**src/rtl/core/mcl_pkg.sv**
```systemverilog
// Shared types and constants for the minimum cover length search block.
// No dependencies; used by every module under rtl/core.
`default_nettype none

package mcl_pkg;

  // Field widths fixed by the interface
  localparam int POS_W   = 30;
  localparam int LIMIT_W = 11;

  // Search bounds and working widths
  localparam int SRCH_W = 32;  // signed bounds, high may reach -1
  localparam int END_W  = 31;  // exclusive window end, position + length
  localparam int WCNT_W = 12;  // window count, at most limit + 1

  localparam logic signed [SRCH_W-1:0] LENGTH_TOP = 32'sd1000000005;

  // Request from the search sequencer to the probe unit
  typedef struct packed {
    logic             start;
    logic [POS_W-1:0] len;
  } probe_ctl_t;

  // Probe unit status back to the sequencer
  typedef struct packed {
    logic done;
    logic fits;
  } probe_sts_t;

endpackage

`default_nettype wire

```
**src/rtl/core/mcl_probe.sv**
```systemverilog
// Probe unit: one greedy covering pass over the stored points for a given
// window length, one point per cycle through a shared add and compare.
// Depends on mcl_pkg for widths and the request and status structs.
`default_nettype none

module mcl_probe #(
  parameter int CNT_W  = 11,
  parameter int ADDR_W = 10
) (
  input  wire                         clk,
  input  wire                         rst,
  input  mcl_pkg::probe_ctl_t         ctl,
  input  wire  [CNT_W-1:0]            count,
  input  wire  [mcl_pkg::LIMIT_W-1:0] limit,
  output logic [ADDR_W-1:0]           rd_addr,
  input  wire  [mcl_pkg::POS_W-1:0]   rd_data,
  output mcl_pkg::probe_sts_t         sts
);
  import mcl_pkg::*;

  logic              active;
  logic [CNT_W-1:0]  iss;
  logic              ev_valid;
  logic              ev_first;
  logic              ev_last;
  logic [END_W-1:0]  end_excl;
  logic [WCNT_W-1:0] wcount;
  logic [POS_W-1:0]  len;

  logic              issue;
  logic              new_win;
  logic [WCNT_W-1:0] wc_new;
  logic [END_W-1:0]  end_new;
  logic              over;
  logic              finish;

  // Issue reads in order while points remain
  assign issue   = active && (iss < count);
  assign rd_addr = iss[ADDR_W-1:0];

  // Shared unit: open a window when the point lies past the current end
  always_comb begin
    new_win = ev_first || ({1'b0, rd_data} >= end_excl);
    end_new = {1'b0, rd_data} + {1'b0, len};
    if (ev_first) begin
      wc_new = WCNT_W'(1);
    end else if (new_win) begin
      wc_new = wcount + WCNT_W'(1);
    end else begin
      wc_new = wcount;
    end
    over   = wc_new > {{(WCNT_W-LIMIT_W){1'b0}}, limit};
    finish = ev_last || (new_win && over && !ev_first);
  end

  // Advance the pass one point per cycle
  always_ff @(posedge clk) begin
    if (rst) begin
      active   <= 1'b0;
      ev_valid <= 1'b0;
      sts      <= '0;
    end else begin
      sts.done <= 1'b0;
      if (ctl.start) begin
        active   <= 1'b1;
        iss      <= '0;
        ev_valid <= 1'b0;
        len      <= ctl.len;
      end else if (active) begin
        if (issue) begin
          iss <= iss + CNT_W'(1);
        end
        ev_valid <= issue;
        ev_first <= (iss == '0);
        ev_last  <= (iss == count - CNT_W'(1));
        if (ev_valid) begin
          if (new_win) begin
            wcount   <= wc_new;
            end_excl <= end_new;
          end
          if (finish) begin
            sts.done <= 1'b1;
            sts.fits <= !over;
            active   <= 1'b0;
            ev_valid <= 1'b0;
          end
        end
      end
    end
  end

`ifndef NO_ASSERTIONS
  // A pass reports only while it runs
  a_done_from_active: assert property (@(posedge clk) disable iff (rst)
    sts.done |-> $past(active))
    else $error("probe done without an active pass");

  // Early exit keeps the window count within limit plus one
  a_wcount_bound: assert property (@(posedge clk) disable iff (rst)
    (active && ev_valid && !ev_first) |->
      wcount <= {{(WCNT_W-LIMIT_W){1'b0}}, limit} + WCNT_W'(1))
    else $error("window count ran past limit");

  // Reads never go past the loaded points
  a_issue_bound: assert property (@(posedge clk) disable iff (rst)
    active |-> iss <= count)
    else $error("probe read index past point count");
`endif

endmodule

`default_nettype wire

```
**config.mk**
```make
export PLATFORM = sky130hd
export DESIGN_NAME = mcl_probe
export DESIGN_NICKNAME = d
export VERILOG_FILES = /design/src/rtl/core/mcl_pkg.sv /design/src/rtl/core/mcl_probe.sv
export SDC_FILE = /design/constraint.sdc
export NUM_CORES = 1
export LEC_CHECK = 0
export ABC_AREA = 1
export BUFFER_PORTS_ARGS = -buffer_cell sky130_fd_sc_hd__buf_2
export CAP_MARGIN = 15
export CELL_PAD_IN_SITES_DETAIL_PLACEMENT = 1
export CELL_PAD_IN_SITES_GLOBAL_PLACEMENT = 2
export CORE_MARGIN = 2
export CORE_UTILIZATION = 36
export CTS_CLUSTER_DIAMETER = 100
export DETAILED_ROUTE_END_ITERATION = 8
export PLACE_DENSITY_LB_ADDON = 0.1
export SLEW_MARGIN = 20
export SYNTH_ARGS = -nofsm -noshare
export SYNTH_HDL_FRONTEND = slang
export SYNTH_SLANG_ARGS = --single-unit
```
**constraint.sdc**
```tcl
create_clock -name clk -period 3.6 [get_ports clk]
set_input_delay 0.18 -clock clk [delete_from_list [all_inputs] [get_ports clk]]
set_output_delay 0.18 -clock clk [all_outputs]
set_load 0.02 [all_outputs]
```
Word-level counts from Yosys, hierarchy flattened
Index checks and enable logic that the tools add are counted.
- add/sub/neg operators: 4
- magnitude comparators: 3
- equal/unequal tests: 1
- muxes and demuxes: 11
- bitwise logic cells: 4
- reduce and logical (&&, ||, !) cells: 17
- operator list (operator ; number):
    $add A30 B30 Y31 ; 1
    $ge A30 B31 Y1 ; 1
    $mux W12 ; 2
    $mux W11 ; 2
    $add A12 B1 Y12 const B ; 1
    $gt A12 B11 Y1 ; 1
    $add A11 B1 Y11 const B ; 1
    $eq A11 B11 Y1 ; 1
    $logic_not A11 Y1 ; 1
    $lt A11 B11 Y1 ; 1
    $sub A11 B1 Y11 const B ; 1
    $mux W1 ; 6
    $reduce_and A3 Y1 ; 2
    $reduce_and A5 Y1 ; 1
    $not A1 Y1 ; 4
    $reduce_and A4 Y1 ; 1
    $reduce_bool A2 Y1 ; 2
    $reduce_or A4 Y1 ; 1
    $logic_and A1 B1 Y1 ; 3
    $logic_not A1 Y1 ; 2
    $logic_or A1 B1 Y1 ; 2
    $mux W2 ; 1
    $reduce_and A2 Y1 ; 1
    $reduce_or A2 Y1 ; 1
- flip-flop bits (word level): 90
- input port bits: 85
- output and inout bits: 12

Longest topological paths before layout
Gate-level depths: netlist of the first run.
- depth after elaboration: 12
- gate-level depth with buffers: 31
- mapped depth without buffers: 31

Least setup slack after synthesis of the first run
Ideal clock, no wire load.
- path kind: flip-flop to flip-flop
- start: register end_excl[29]
- end: register active
- arrival: 2.922 ns
- slack: 0.610 ns
- stages on the path, launching flop included: 31
- period minus slack after synthesis: 2.990 ns
- cell sequence: edfxtp_1 > inv_1 > ha_1 > nand2_1 > nor2_2 > nand2_2 > nor2_2 > nand2_1 > nand2_1 > nor2_2 > and2_4 > buf_6 > nor2_1 > o21ai_0 > a21oi_1 > ha_1 > nand2_1 > inv_1 > o21ai_0 > a21oi_1 > o21bai_1 > nand2_1 > nand2_1 > nand2_1 > nand2_1 > nand2_2 > nand2_2 > nand2_2 > nand2_2 > nand2_1 > a21oi_2
- word-level cells in the longest chain between the ends: 12
- ends and longest elaborated chain (item ; line ; RTL):
    start: declaration ; mcl_probe.sv:26 ; logic [END_W-1:0] end_excl;
    start signal: assignment ; mcl_probe.sv:79 ; end_excl <= end_new;
    $ge A30 B31 Y1 ; mcl_probe.sv:43 ; new_win = ev_first || ({1'b0, rd_data} >= end_excl);
    $logic_or A1 B1 Y1 ; mcl_probe.sv:43 ;
    $mux W12 ; mcl_probe.sv:47 ; end else if (new_win) begin
    $mux W12 ; mcl_probe.sv:45 ; if (ev_first) begin
    net wc_new[3] ; mcl_probe.sv:32 ; logic [WCNT_W-1:0] wc_new;
    $gt A12 B11 Y1 ; mcl_probe.sv:52 ; over = wc_new > {{(WCNT_W-LIMIT_W){1'b0}}, limit};
    $logic_and A1 B1 Y1 (2 in series) ; mcl_probe.sv:53 ; finish = ev_last || (new_win && over && !ev_first);
    $logic_or A1 B1 Y1 ; mcl_probe.sv:53 ;
    $mux W1 ; mcl_probe.sv:81 ; if (finish) begin
    $mux W1 ; mcl_probe.sv:76 ; if (ev_valid) begin
    $mux W1 ; mcl_probe.sv:69 ; end else if (active) begin
    $mux W1 ; mcl_probe.sv:64 ; if (ctl.start) begin
    end signal: assignment ; mcl_probe.sv:59 ; active <= 1'b0;
    end signal: assignment ; mcl_probe.sv:65 ; active <= 1'b1;
    end signal: assignment ; mcl_probe.sv:84 ; active <= 1'b0;
    end: declaration ; mcl_probe.sv:21 ; logic active;
The timed path passes the listed nets, and every way through them passes these cells.
A chain may end at the register's enable or synchronous reset.

Final worst setup path of the first run
- start: register end_excl[10]
- end: register active
The elaborated chain is that of the path after synthesis.

==> results of run 1 <==
sequential cells by signal (all words and copies together), names as in the netlist:
register,flops
end_excl,31
len,30
wcount,12
iss,11
sts,2
active,1
ev_first,1
ev_last,1
ev_valid,1
final timing paths:
| kind | to | slack (ps) | cells past startpoint |
|---|---|---|---|
| max | active | 240 | 25 |
| min | len[15] | 10 | 1 |
| max reg2reg | active | 240 | 25 |
| min reg2reg | sts[0] | 490 | 2 |
layout by cell type (no fill, tap or decap), types with 10 or more instances in the layout:
| cell | Yosys | layout |
|---|---|---|
| nand3_1 | 26 | 25 |
| nand2_2 | 11 | 25 |
| nor2_1 | 62 | 53 |
| xor2_1 | 32 | 32 |
| a21oi_1 | 60 | 52 |
| dlygate4sd3_1 | 0 | 24 |
| buf_2 | 0 | 96 |
| inv_1 | 126 | 121 |
| nand2_1 | 137 | 119 |
| o21ai_0 | 22 | 20 |
| xnor2_1 | 10 | 10 |
| edfxtp_1 | 86 | 86 |
| ha_1 | 86 | 79 |
stage by stage:
step	cells	total power, uW	util	setup WS, ps
floorplan	761	1640	-	610
global placement	1077	1810	0.409	22.8
detailed placement	1077	1830	0.409	-55.8
CTS	1114	2910	0.439	25.2
global route	1121	3040	0.459	-46.4
finish	1121	2890	0.459	243
worst reg2reg max path: stages, from the launching register on:
cell and delay, ps:
edfxtp_1 360, inv_1 60, ha_1 240, a21oi_1 190, nand2_2 100, a21oi_4 200
nand2_2 90, nand2_4 90, and2_4 230, inv_2 70, and3_4 160, nor3_4 210
ha_1 280, nand4_1 110, a21oi_1 60, o21bai_1 150, nand2_1 70, nand2_1 60
nand2_1 40, nand2_1 80, nand2_2 60, nand2_2 60, nand2_2 80, nand2_4 80
nand2_1 70, a21oi_2 110
area by class of cell:
type / count / area [um^2] / share of cell area
timing repair buffer: 126 / 778 / 0.0935
inverter: 131 / 518 / 0.0622
tap: 229 / 287 / 0.0344
clock buffer: 9 / 225 / 0.0271
sequential: 90 / 2660 / 0.320
multi-input combinational: 529 / 3750 / 0.451
clock inverter: 7 / 98.8 / 0.0119
layer usage:
layer	up-vias	track usage	routed length, um
met4	0	0.0437	253
met5	-	0	0
met1	2599	0.212	7720
met2	69	0.343	9230
met3	19	0.0304	444
li1	2796	-	-
timing repair:
action	4_1_cts	5_1_grt
setup endpoints to repair	2	4
endpoints found under the hold margin	21	3
setup buffers	0	4
gates resized for setup	2	68
hold buffers	21	3
pin swaps	0	32
kinds of logic (layout without fill, tap and decap cells):
kind of cell / count (synthesis) / after routing / share of synthesized area
fa+ha+maj: 87 / 87 / 0.163
buf+inv: 142 / 273 / 0.0901
compound gates: 125 / 125 / 0.112
flops: 90 / 90 / 0.397
simple gates: 275 / 275 / 0.183
xor+xnor: 42 / 42 / 0.0548
power by group through the flow:
stage	clock network, uW	registers [uW]	logic, uW
floorplan	0	1250	396
finish	1050	1230	610
detailed placement	0	1260	571
global placement	0	1250	554
CTS	1080	1230	595
global route	1110	1240	693
==> results.ini, run 1 <==
[synth]
syn_area_um2=6710
synth_cell_types=48
synth_cells=761
syn_nets=933
async_flop_share=0
synth_seq_cells=90
synthFlopType=edfxtp_1
synth_area_per_cell_um2=8.82
synth_area_leader_cell=edfxtp_1
synth-edff-count=86
synth_common_cells=nand2_1, inv_1, edfxtp_1, ha_1, nor2_1
yosysMostFrequentCell=nand2_1
ys_seq_area_frac=0.397
ys_top_cells_by_area=edfxtp_1, ha_1, nand2_1
yosys_warnings=0
synth.top_cell.area_share=0.385

[setup_path]
critPathSlowestCell=edfxtp_1
critPathMaxFanout=6
critPathTopFamily=simple AND/OR/NAND/NOR gates
cpPeakStageDelay_ps=360
r2r_start=end_excl[10]
critPathCaptureType=register
critPathKind=reg2reg
timing.critical_path.buf_inv=2
cp_data_arrival_time_ps=3650
crit_path_start=end_excl[10]
startpoint_type=register
crit_required_ps=3890

[die]
dieHeight_um=141
pin_count=97
core-area_um2=18100
die_w_um=141
initial_core_util=0.370
num_rows=49
die-area_um2=19700

[power]
comb_power_share=0.211
intPower_uw=2070
power_leakage_uw=0.00385
switching_share=0.284
ir_drop_mv=0.163
powerDensity_nw_per_um2=348
switchingPower_uw=823
seq_power_share=0.426
p_clk_frac=0.363

[timing]
period_needed_ps=3360
setup_violations=0
tightest_slew_ps=1000
setup_tns_ps=0
fmax_ghz=0.298
slew_viol_final=0
clock_skew_ps=10.1
hold_violations=0
slew_headroom=0.330
worst_hold_slack_ps=11.2
finalCritPeriodShare=0.933

[detailed_routing]
via_count=5483
drt-pass1-iter-count=4
ant_nets=0
viasPerCell=4.89
drtIter0Drc=141
routedWlPerCell_um=15.7
drcViolationCount=0
drt_wl_total_mm=17.6

[layout]
final_nets=1059
postLayoutCellArea_um2=8320
diodes=0
syn_to_final_growth_pct=24.0
layout-drive-gt1-share=0.238
fillers=2152

[grt]
antenna_found_initial=0
grt_usage=0.181
overflow=0
grt_pass1_wl_mm=28.5
grt_pass1_vias=5977
grt_max_degree=33

[clocking]
max-clock-path-buffers=2
clock_latency_ps=350
clock_sinks=90
clk_pin_slew_ps=70
htreeDepth=3
cts_buffers=9
cts_tree=built
root_buffer=clkbuf_16

[run]
cap_violations=0

[status]
outcome=completed

[placed_design]
dp_hpwl_mm=14.1
io_buffers=96
place_area_um2=7430
gp_congestion=0.836

[hold_path]
hold_path.class=in2reg
worstHoldStart=ctl[15]

No activity file was read; power rests on OpenSTA's default activity.
==> inputs of run 2 (changes only) <==
Settings changed: CORE_MARGIN 2 to default, CTS_CLUSTER_DIAMETER 100 to 40.
==> run 2 against run 1 <==
  * The run now ends with DRC left
  * Via count increased by 0.36%
  * Routed wire length decreased by 4.2%
  * First-iteration DRC count increased by 50%
  * Hold slack got worse by 1.3 ps
  * Setup slack improved by 53 ps
  * Die area down 2.8%
  * Non-clock buffer count decreased by 4
  * Critical path type unchanged
==> results.ini, run 2 (synthesis results as in run 1) <==
[timing]
setup_violations=0  ; unchanged
fin_ws_ps=295  ; was 243 ps
hold_violations=0  ; unchanged
fmax_ghz=0.303  ; was 0.298 GHz
clock_skew_ps=7.22  ; was 10.1 ps
slew_headroom=0.641  ; was 0.330
slew_viol_final=0  ; unchanged
period_needed_ps=3300  ; was 3360 ps
tightest_slew_ps=538  ; was 1000 ps
worst_hold_slack_ps=9.95  ; was 11.2 ps
finalCritPeriodShare=0.918  ; was 0.933

[grt]
grt_pass1_vias=6122  ; was 5977
grt_pass1_wl_mm=28.5  ; about the same
overflow=0  ; unchanged
grt_max_degree=32  ; was 33
antenna_found_initial=0  ; unchanged
grt_usage=0.186  ; was 0.181

[clocking]
clk_pin_slew_ps=60  ; was 70 ps
root_buffer=clkbuf_16  ; unchanged
clock_sinks=90  ; unchanged
max-clock-path-buffers=2  ; unchanged
clock_latency_ps=350  ; about the same
cts_tree=built  ; unchanged
htreeDepth=3  ; unchanged
cts_buffers=9  ; unchanged

[power]
p_clk_frac=0.322  ; was 0.363
powerDensity_nw_per_um2=332  ; was 348 nW/um^2
intPower_uw=1910  ; was 2070 uW
switching_share=0.290  ; was 0.284
power_leakage_uw=0.00379  ; was 0.00385 uW
seq_power_share=0.457  ; was 0.426
comb_power_share=0.220  ; was 0.211
switchingPower_uw=780  ; was 823 uW
ir_drop_mv=0.145  ; was 0.163 mV
total_power_uw=2690  ; was 2890 uW

[layout]
final_cell_mix=nand2_1, inv_1, buf_2  ; was inv_1, nand2_1, buf_2
layout-drive-gt1-share=0.215  ; was 0.238
diodes=0  ; unchanged
postLayoutCellArea_um2=8110  ; was 8320 um^2
final_common_cell=nand2_1  ; was inv_1
top_regs=end_excl (31), len (30), wcount (12)  ; unchanged
final_nets=1055  ; was 1059
syn_to_final_growth_pct=20.8  ; was 24.0%
largest_reg_flops=31  ; unchanged
largest-register=end_excl  ; unchanged

[detailed_routing]
via_count=5503  ; was 5483
drtIter0Drc=212  ; was 141
drcViolationCount=8  ; was 0
drt_wl_total_mm=16.9  ; was 17.6 mm
routedWlPerCell_um=15.1  ; was 15.7 um
drt-pass1-iter-count=6  ; was 4
ant_nets=0  ; unchanged
viasPerCell=4.93  ; was 4.89

[setup_path]
reg2reg_depth=27  ; was 25
r2r-end=ev_valid  ; was active
reg2reg_slack_ps=300  ; was 240 ps
crit_path_end=ev_valid  ; was active
crit_path_start=end_excl[22]  ; was end_excl[10]
critPathKind=reg2reg  ; unchanged
cp_data_arrival_time_ps=3590  ; was 3650 ps
critPathCaptureType=register  ; unchanged
r2r_start=end_excl[22]  ; was end_excl[10]
startpoint_type=register  ; unchanged
crit_required_ps=3880  ; was 3890 ps
critPathMaxFanout=6  ; unchanged

[die]
die-area_um2=19200  ; was 19700 um^2
num_rows=49  ; unchanged
initial_core_util=0.371  ; was 0.370
die_w_um=139  ; was 141 um
pin_count=97  ; unchanged
dieHeight_um=139  ; was 141 um
core-area_um2=18100  ; about the same

[placed_design]
gp_congestion=0.836  ; about the same
dp_slack_ps=-56.2  ; was -55.8 ps
io_buffers=96  ; unchanged
dp_hpwl_mm=13.9  ; was 14.1 mm
place_area_um2=7430  ; about the same

[status]
outcome=complete, but fails checks  ; was completed
violations=DRC

[hold_path]
hold_path.class=in2reg  ; unchanged

[run]
cap_violations=0  ; unchanged

==> run 2: critical path, cell delays in order (launching register included) <==
cell	delay, ps
edfxtp_1	330
inv_1	70
ha_4	280
nand2_2	70
nor2_4	140
nand2_4	80
nor2_4	120
nand2_1	70
nand2_2	80
nor2_4	50
and2_4	200
nor2_4	150
nand3_1	100
a21oi_2	180
ha_1	260
a21oi_1	140
o21ai_0	90
o21bai_1	130
nand2_1	70
nand2_1	60
nand2_1	50
nand2_2	60
nand2_2	60
nand2_2	60
nand2_2	60
nand2_2	90
nand2_1	60
a21oi_1	110
==> run 2: routing by layer <==
metal,routed length (um),GRT usage,share of wire,vias up
li1,-,-,-,2793
met5,0,0,0,-
met1,7020,0.201,0.42,2602
met2,9100,0.364,0.54,81
met3,377,0.0211,0.022,27
met4,412,0.0798,0.024,0
==> run 2: final cells by class <==
type                    count  area (um^2)
clock buffers              10          229
inverters                 131          518
repair buffers            122          736
well taps                 229          287
fillers                  2168         9980
flip-flops and latches     90         2660
multi-input cells         529         3640
clock inverters             6         33.8
==> run 2: power by group through the flow <==
stage / Sequential, uW / Combinational (uW) / Clock [uW]
finish: 1230 / 593 / 868
global route: 1240 / 676 / 942
CTS: 1230 / 588 / 895
detailed placement: 1260 / 569 / 0
global placement: 1250 / 551 / 0
floorplan: 1250 / 396 / 0
==> run 2: worst min-delay path by stage <==
stage	slack (ps)	start	cells after the start	endpoint
2_1_floorplan	240	rst	1	active
3_3_place_gp	360	ctl[10]	1	len[10]
3_5_place_dp	360	ctl[7]	1	len[7]
4_1_cts	0.9	ctl[17]	1	len[17]
5_1_grt	0.6	ctl[23]	1	len[23]
6_report	10	ctl[16]	1	len[16]
==> run 2: metrics by stage <==
stage | util | setup TNS [ps] | cells
6_report | 0.448 | 0 | 1117
5_1_grt | 0.448 | -58.5 | 1117
4_1_cts | 0.435 | 0 | 1112
3_5_place_dp | 0.411 | -106 | 1078
3_3_place_gp | 0.411 | 0 | 1078
2_1_floorplan | - | 0 | 761
==> run 2: timing repair <==
| action | CTS | global route |
|---|---|---|
| setup buffers | 0 | 4 |
| endpoints found under the setup margin | 2 | 4 |
| resized for setup | 1 | 44 |
| pin swaps | 0 | 20 |
| hold buffers | 18 | 1 |
| hold endpoints to repair | 18 | 1 |
==> inputs of run 3 (changes only) <==
Clock period 3.6 ns to 3.3 ns, I/O delays scaled along.
==> run 3 against run 2 <==
  * The flow still finishes with violations (DRC)
  * Count of clock-buffer cells in the layout shrank 1
  * Die area is the same
  * Sequential power grew 9%
  * Critical path depth shrank 1
  * Final cell count grew 2.1%
==> results.ini, run 3 (synthesis results as in run 1) <==
[grt]
grt_usage=0.186  ; about the same
overflow=0  ; unchanged
grt_pass1_wl_mm=28.5  ; about the same
grt_max_degree=31  ; was 32
grt_pass1_vias=6080  ; was 6122
antenna_found_initial=0  ; unchanged

[layout]
layout-drive-gt1-share=0.273  ; was 0.215
largest-register=end_excl  ; unchanged
diodes=0  ; unchanged
fillers=2125  ; was 2168
top_regs=end_excl (31), len (30), wcount (12)  ; unchanged
final_nets=1078  ; was 1055
final_cell_mix=nand2_1, inv_1, buf_2  ; unchanged
largest_reg_flops=31  ; unchanged
syn_to_final_growth_pct=29.2  ; was 20.8%
final_common_cell=nand2_1  ; unchanged

[clocking]
htreeDepth=3  ; unchanged
max-clock-path-buffers=2  ; unchanged
cts_tree=built  ; unchanged
clock_latency_ps=350  ; about the same
clk_pin_slew_ps=70  ; was 60 ps
clock_sinks=90  ; unchanged
root_buffer=clkbuf_16  ; unchanged
cts_buffers=9  ; unchanged

[timing]
clock_skew_ps=8.08  ; was 7.22 ps
hold_violations=0  ; unchanged
setup_violations=0  ; unchanged
period_needed_ps=3270  ; was 3300 ps
slew_headroom=0.675  ; was 0.641
tightest_slew_ps=482  ; was 538 ps
finalCritPeriodShare=0.992  ; was 0.918
slew_viol_final=0  ; unchanged
rsz0062_at_grt=yes
worst_hold_slack_ps=33.1  ; was 9.95 ps
fmax_ghz=0.305  ; was 0.303 GHz

[power]
powerDensity_nw_per_um2=364  ; was 332 nW/um^2
seq_power_share=0.425  ; was 0.457
power_leakage_uw=0.00396  ; was 0.00379 uW
comb_power_share=0.219  ; was 0.220
ir_drop_mv=0.246  ; was 0.145 mV
total_power_uw=3160  ; was 2690 uW
switching_share=0.281  ; was 0.290
switchingPower_uw=887  ; was 780 uW
intPower_uw=2270  ; was 1910 uW
p_clk_frac=0.356  ; was 0.322

[die]
pin_count=97  ; unchanged
num_rows=49  ; unchanged
die-area_um2=19200  ; unchanged
die_w_um=139  ; unchanged
core-area_um2=18100  ; unchanged
initial_core_util=0.371  ; unchanged
dieHeight_um=139  ; unchanged

[detailed_routing]
viasPerCell=4.94  ; was 4.93
drcViolationCount=8  ; unchanged
routedWlPerCell_um=15.2  ; was 15.1 um
via_count=5637  ; was 5503
ant_nets=0  ; unchanged
drt_wl_total_mm=17.3  ; was 16.9 mm
drtIter0Drc=188  ; was 212
drt-pass1-iter-count=6  ; unchanged

[setup_path]
critPathCaptureType=register  ; unchanged
critPathMaxFanout=5  ; was 6
critPathKind=reg2reg  ; unchanged
cp_data_arrival_time_ps=3510  ; was 3590 ps
startpoint_type=register  ; unchanged
crit_required_ps=3540  ; was 3880 ps

[hold_path]
hold_path.class=in2reg  ; unchanged

[status]
violations=DRC  ; unchanged
outcome=complete, but fails checks  ; unchanged

[placed_design]
gp_congestion=0.859  ; was 0.836
dp_hpwl_mm=13.7  ; was 13.9 mm
io_buffers=96  ; unchanged

[run]
cap_violations=0  ; unchanged

[run 3: power groups by stage]
stage | sequential [uW] | combinational [uW] | clock, uW
floorplan | 1360 | 432 | 0
global placement | 1370 | 607 | 0
detailed placement | 1370 | 625 | 0
CTS | 1340 | 670 | 1160
global route | 1350 | 782 | 1200
finish | 1340 | 691 | 1120
[run 3: repair_timing]
item | CTS | global route
hold endpoints to repair | 29 | 1
endpoints found under the setup margin | 4 | 4
hold buffers | 29 | 1
gates resized for setup | 37 | 66
pin swaps | 17 | 29
setup buffers | 6 | 4
[run 3: critical path: stages (launching register included)]
cell and delay (ps):
edfxtp_1 340, inv_2 50, ha_4 270, nand2_4 60, nor2_4 150, nand2_4 80, nor2_4 120, buf_4 130
nand2_4 60, and2_4 200, buf_6 130, o31ai_4 190, a21oi_2 70, ha_1 290, nand4_1 160, a21oi_2 160
o21bai_1 80, nand2_1 60, nand2_1 50, nand2_1 50, nand2_1 70, nand2_2 80, nand2_2 60, nand2_4 80
nand2_4 60, nand2_2 70, a21oi_2 40
[run 3: layer usage]
| metal | track usage | up-vias | share of wire |
|---|---|---|---|
| li1 | - | 2832 | - |
| met1 | 0.214 | 2718 | 0.42 |
| met2 | 0.356 | 72 | 0.54 |
| met3 | 0.0274 | 15 | 0.028 |
| met4 | 0.0503 | 0 | 0.014 |
| met5 | 0 | - | 0 |
[run 3: final cells by class]
type                       instances  area [um^2]  area share
clock buffer                       9          225      0.0260
clock inverter                     7         92.6      0.0107
inverter                         131          518      0.0598
multi-input combinational        529         3940       0.455
sequential                        90         2660       0.307
tap                              229          287      0.0331
timing repair buffer             145          940       0.108
[run 3: path summary, 6_finish.rpt]
check | end | cells past startpoint | start | slack, ps
setup / recovery | ev_valid | 26 | end_excl[22] | 30
hold / removal | active | 2 | rst | 30
hold reg to reg | active | 2 | active | 490
setup reg to reg | ev_valid | 26 | end_excl[22] | 30
[run 3: per-stage QoR]
stage | std cells | setup TNS, ps | utilization | worst slack [ps] | instance area [um^2]
floorplan | 761 | 0 | - | 310 | 6710
global placement | 1084 | -859 | 0.413 | -252 | 7470
detailed placement | 1084 | -1070 | 0.413 | -318 | 7470
CTS | 1135 | 0 | 0.458 | 1.09 | 8280
global route | 1140 | -901 | 0.479 | -239 | 8670
finish | 1140 | 0 | 0.479 | 25.7 | 8670
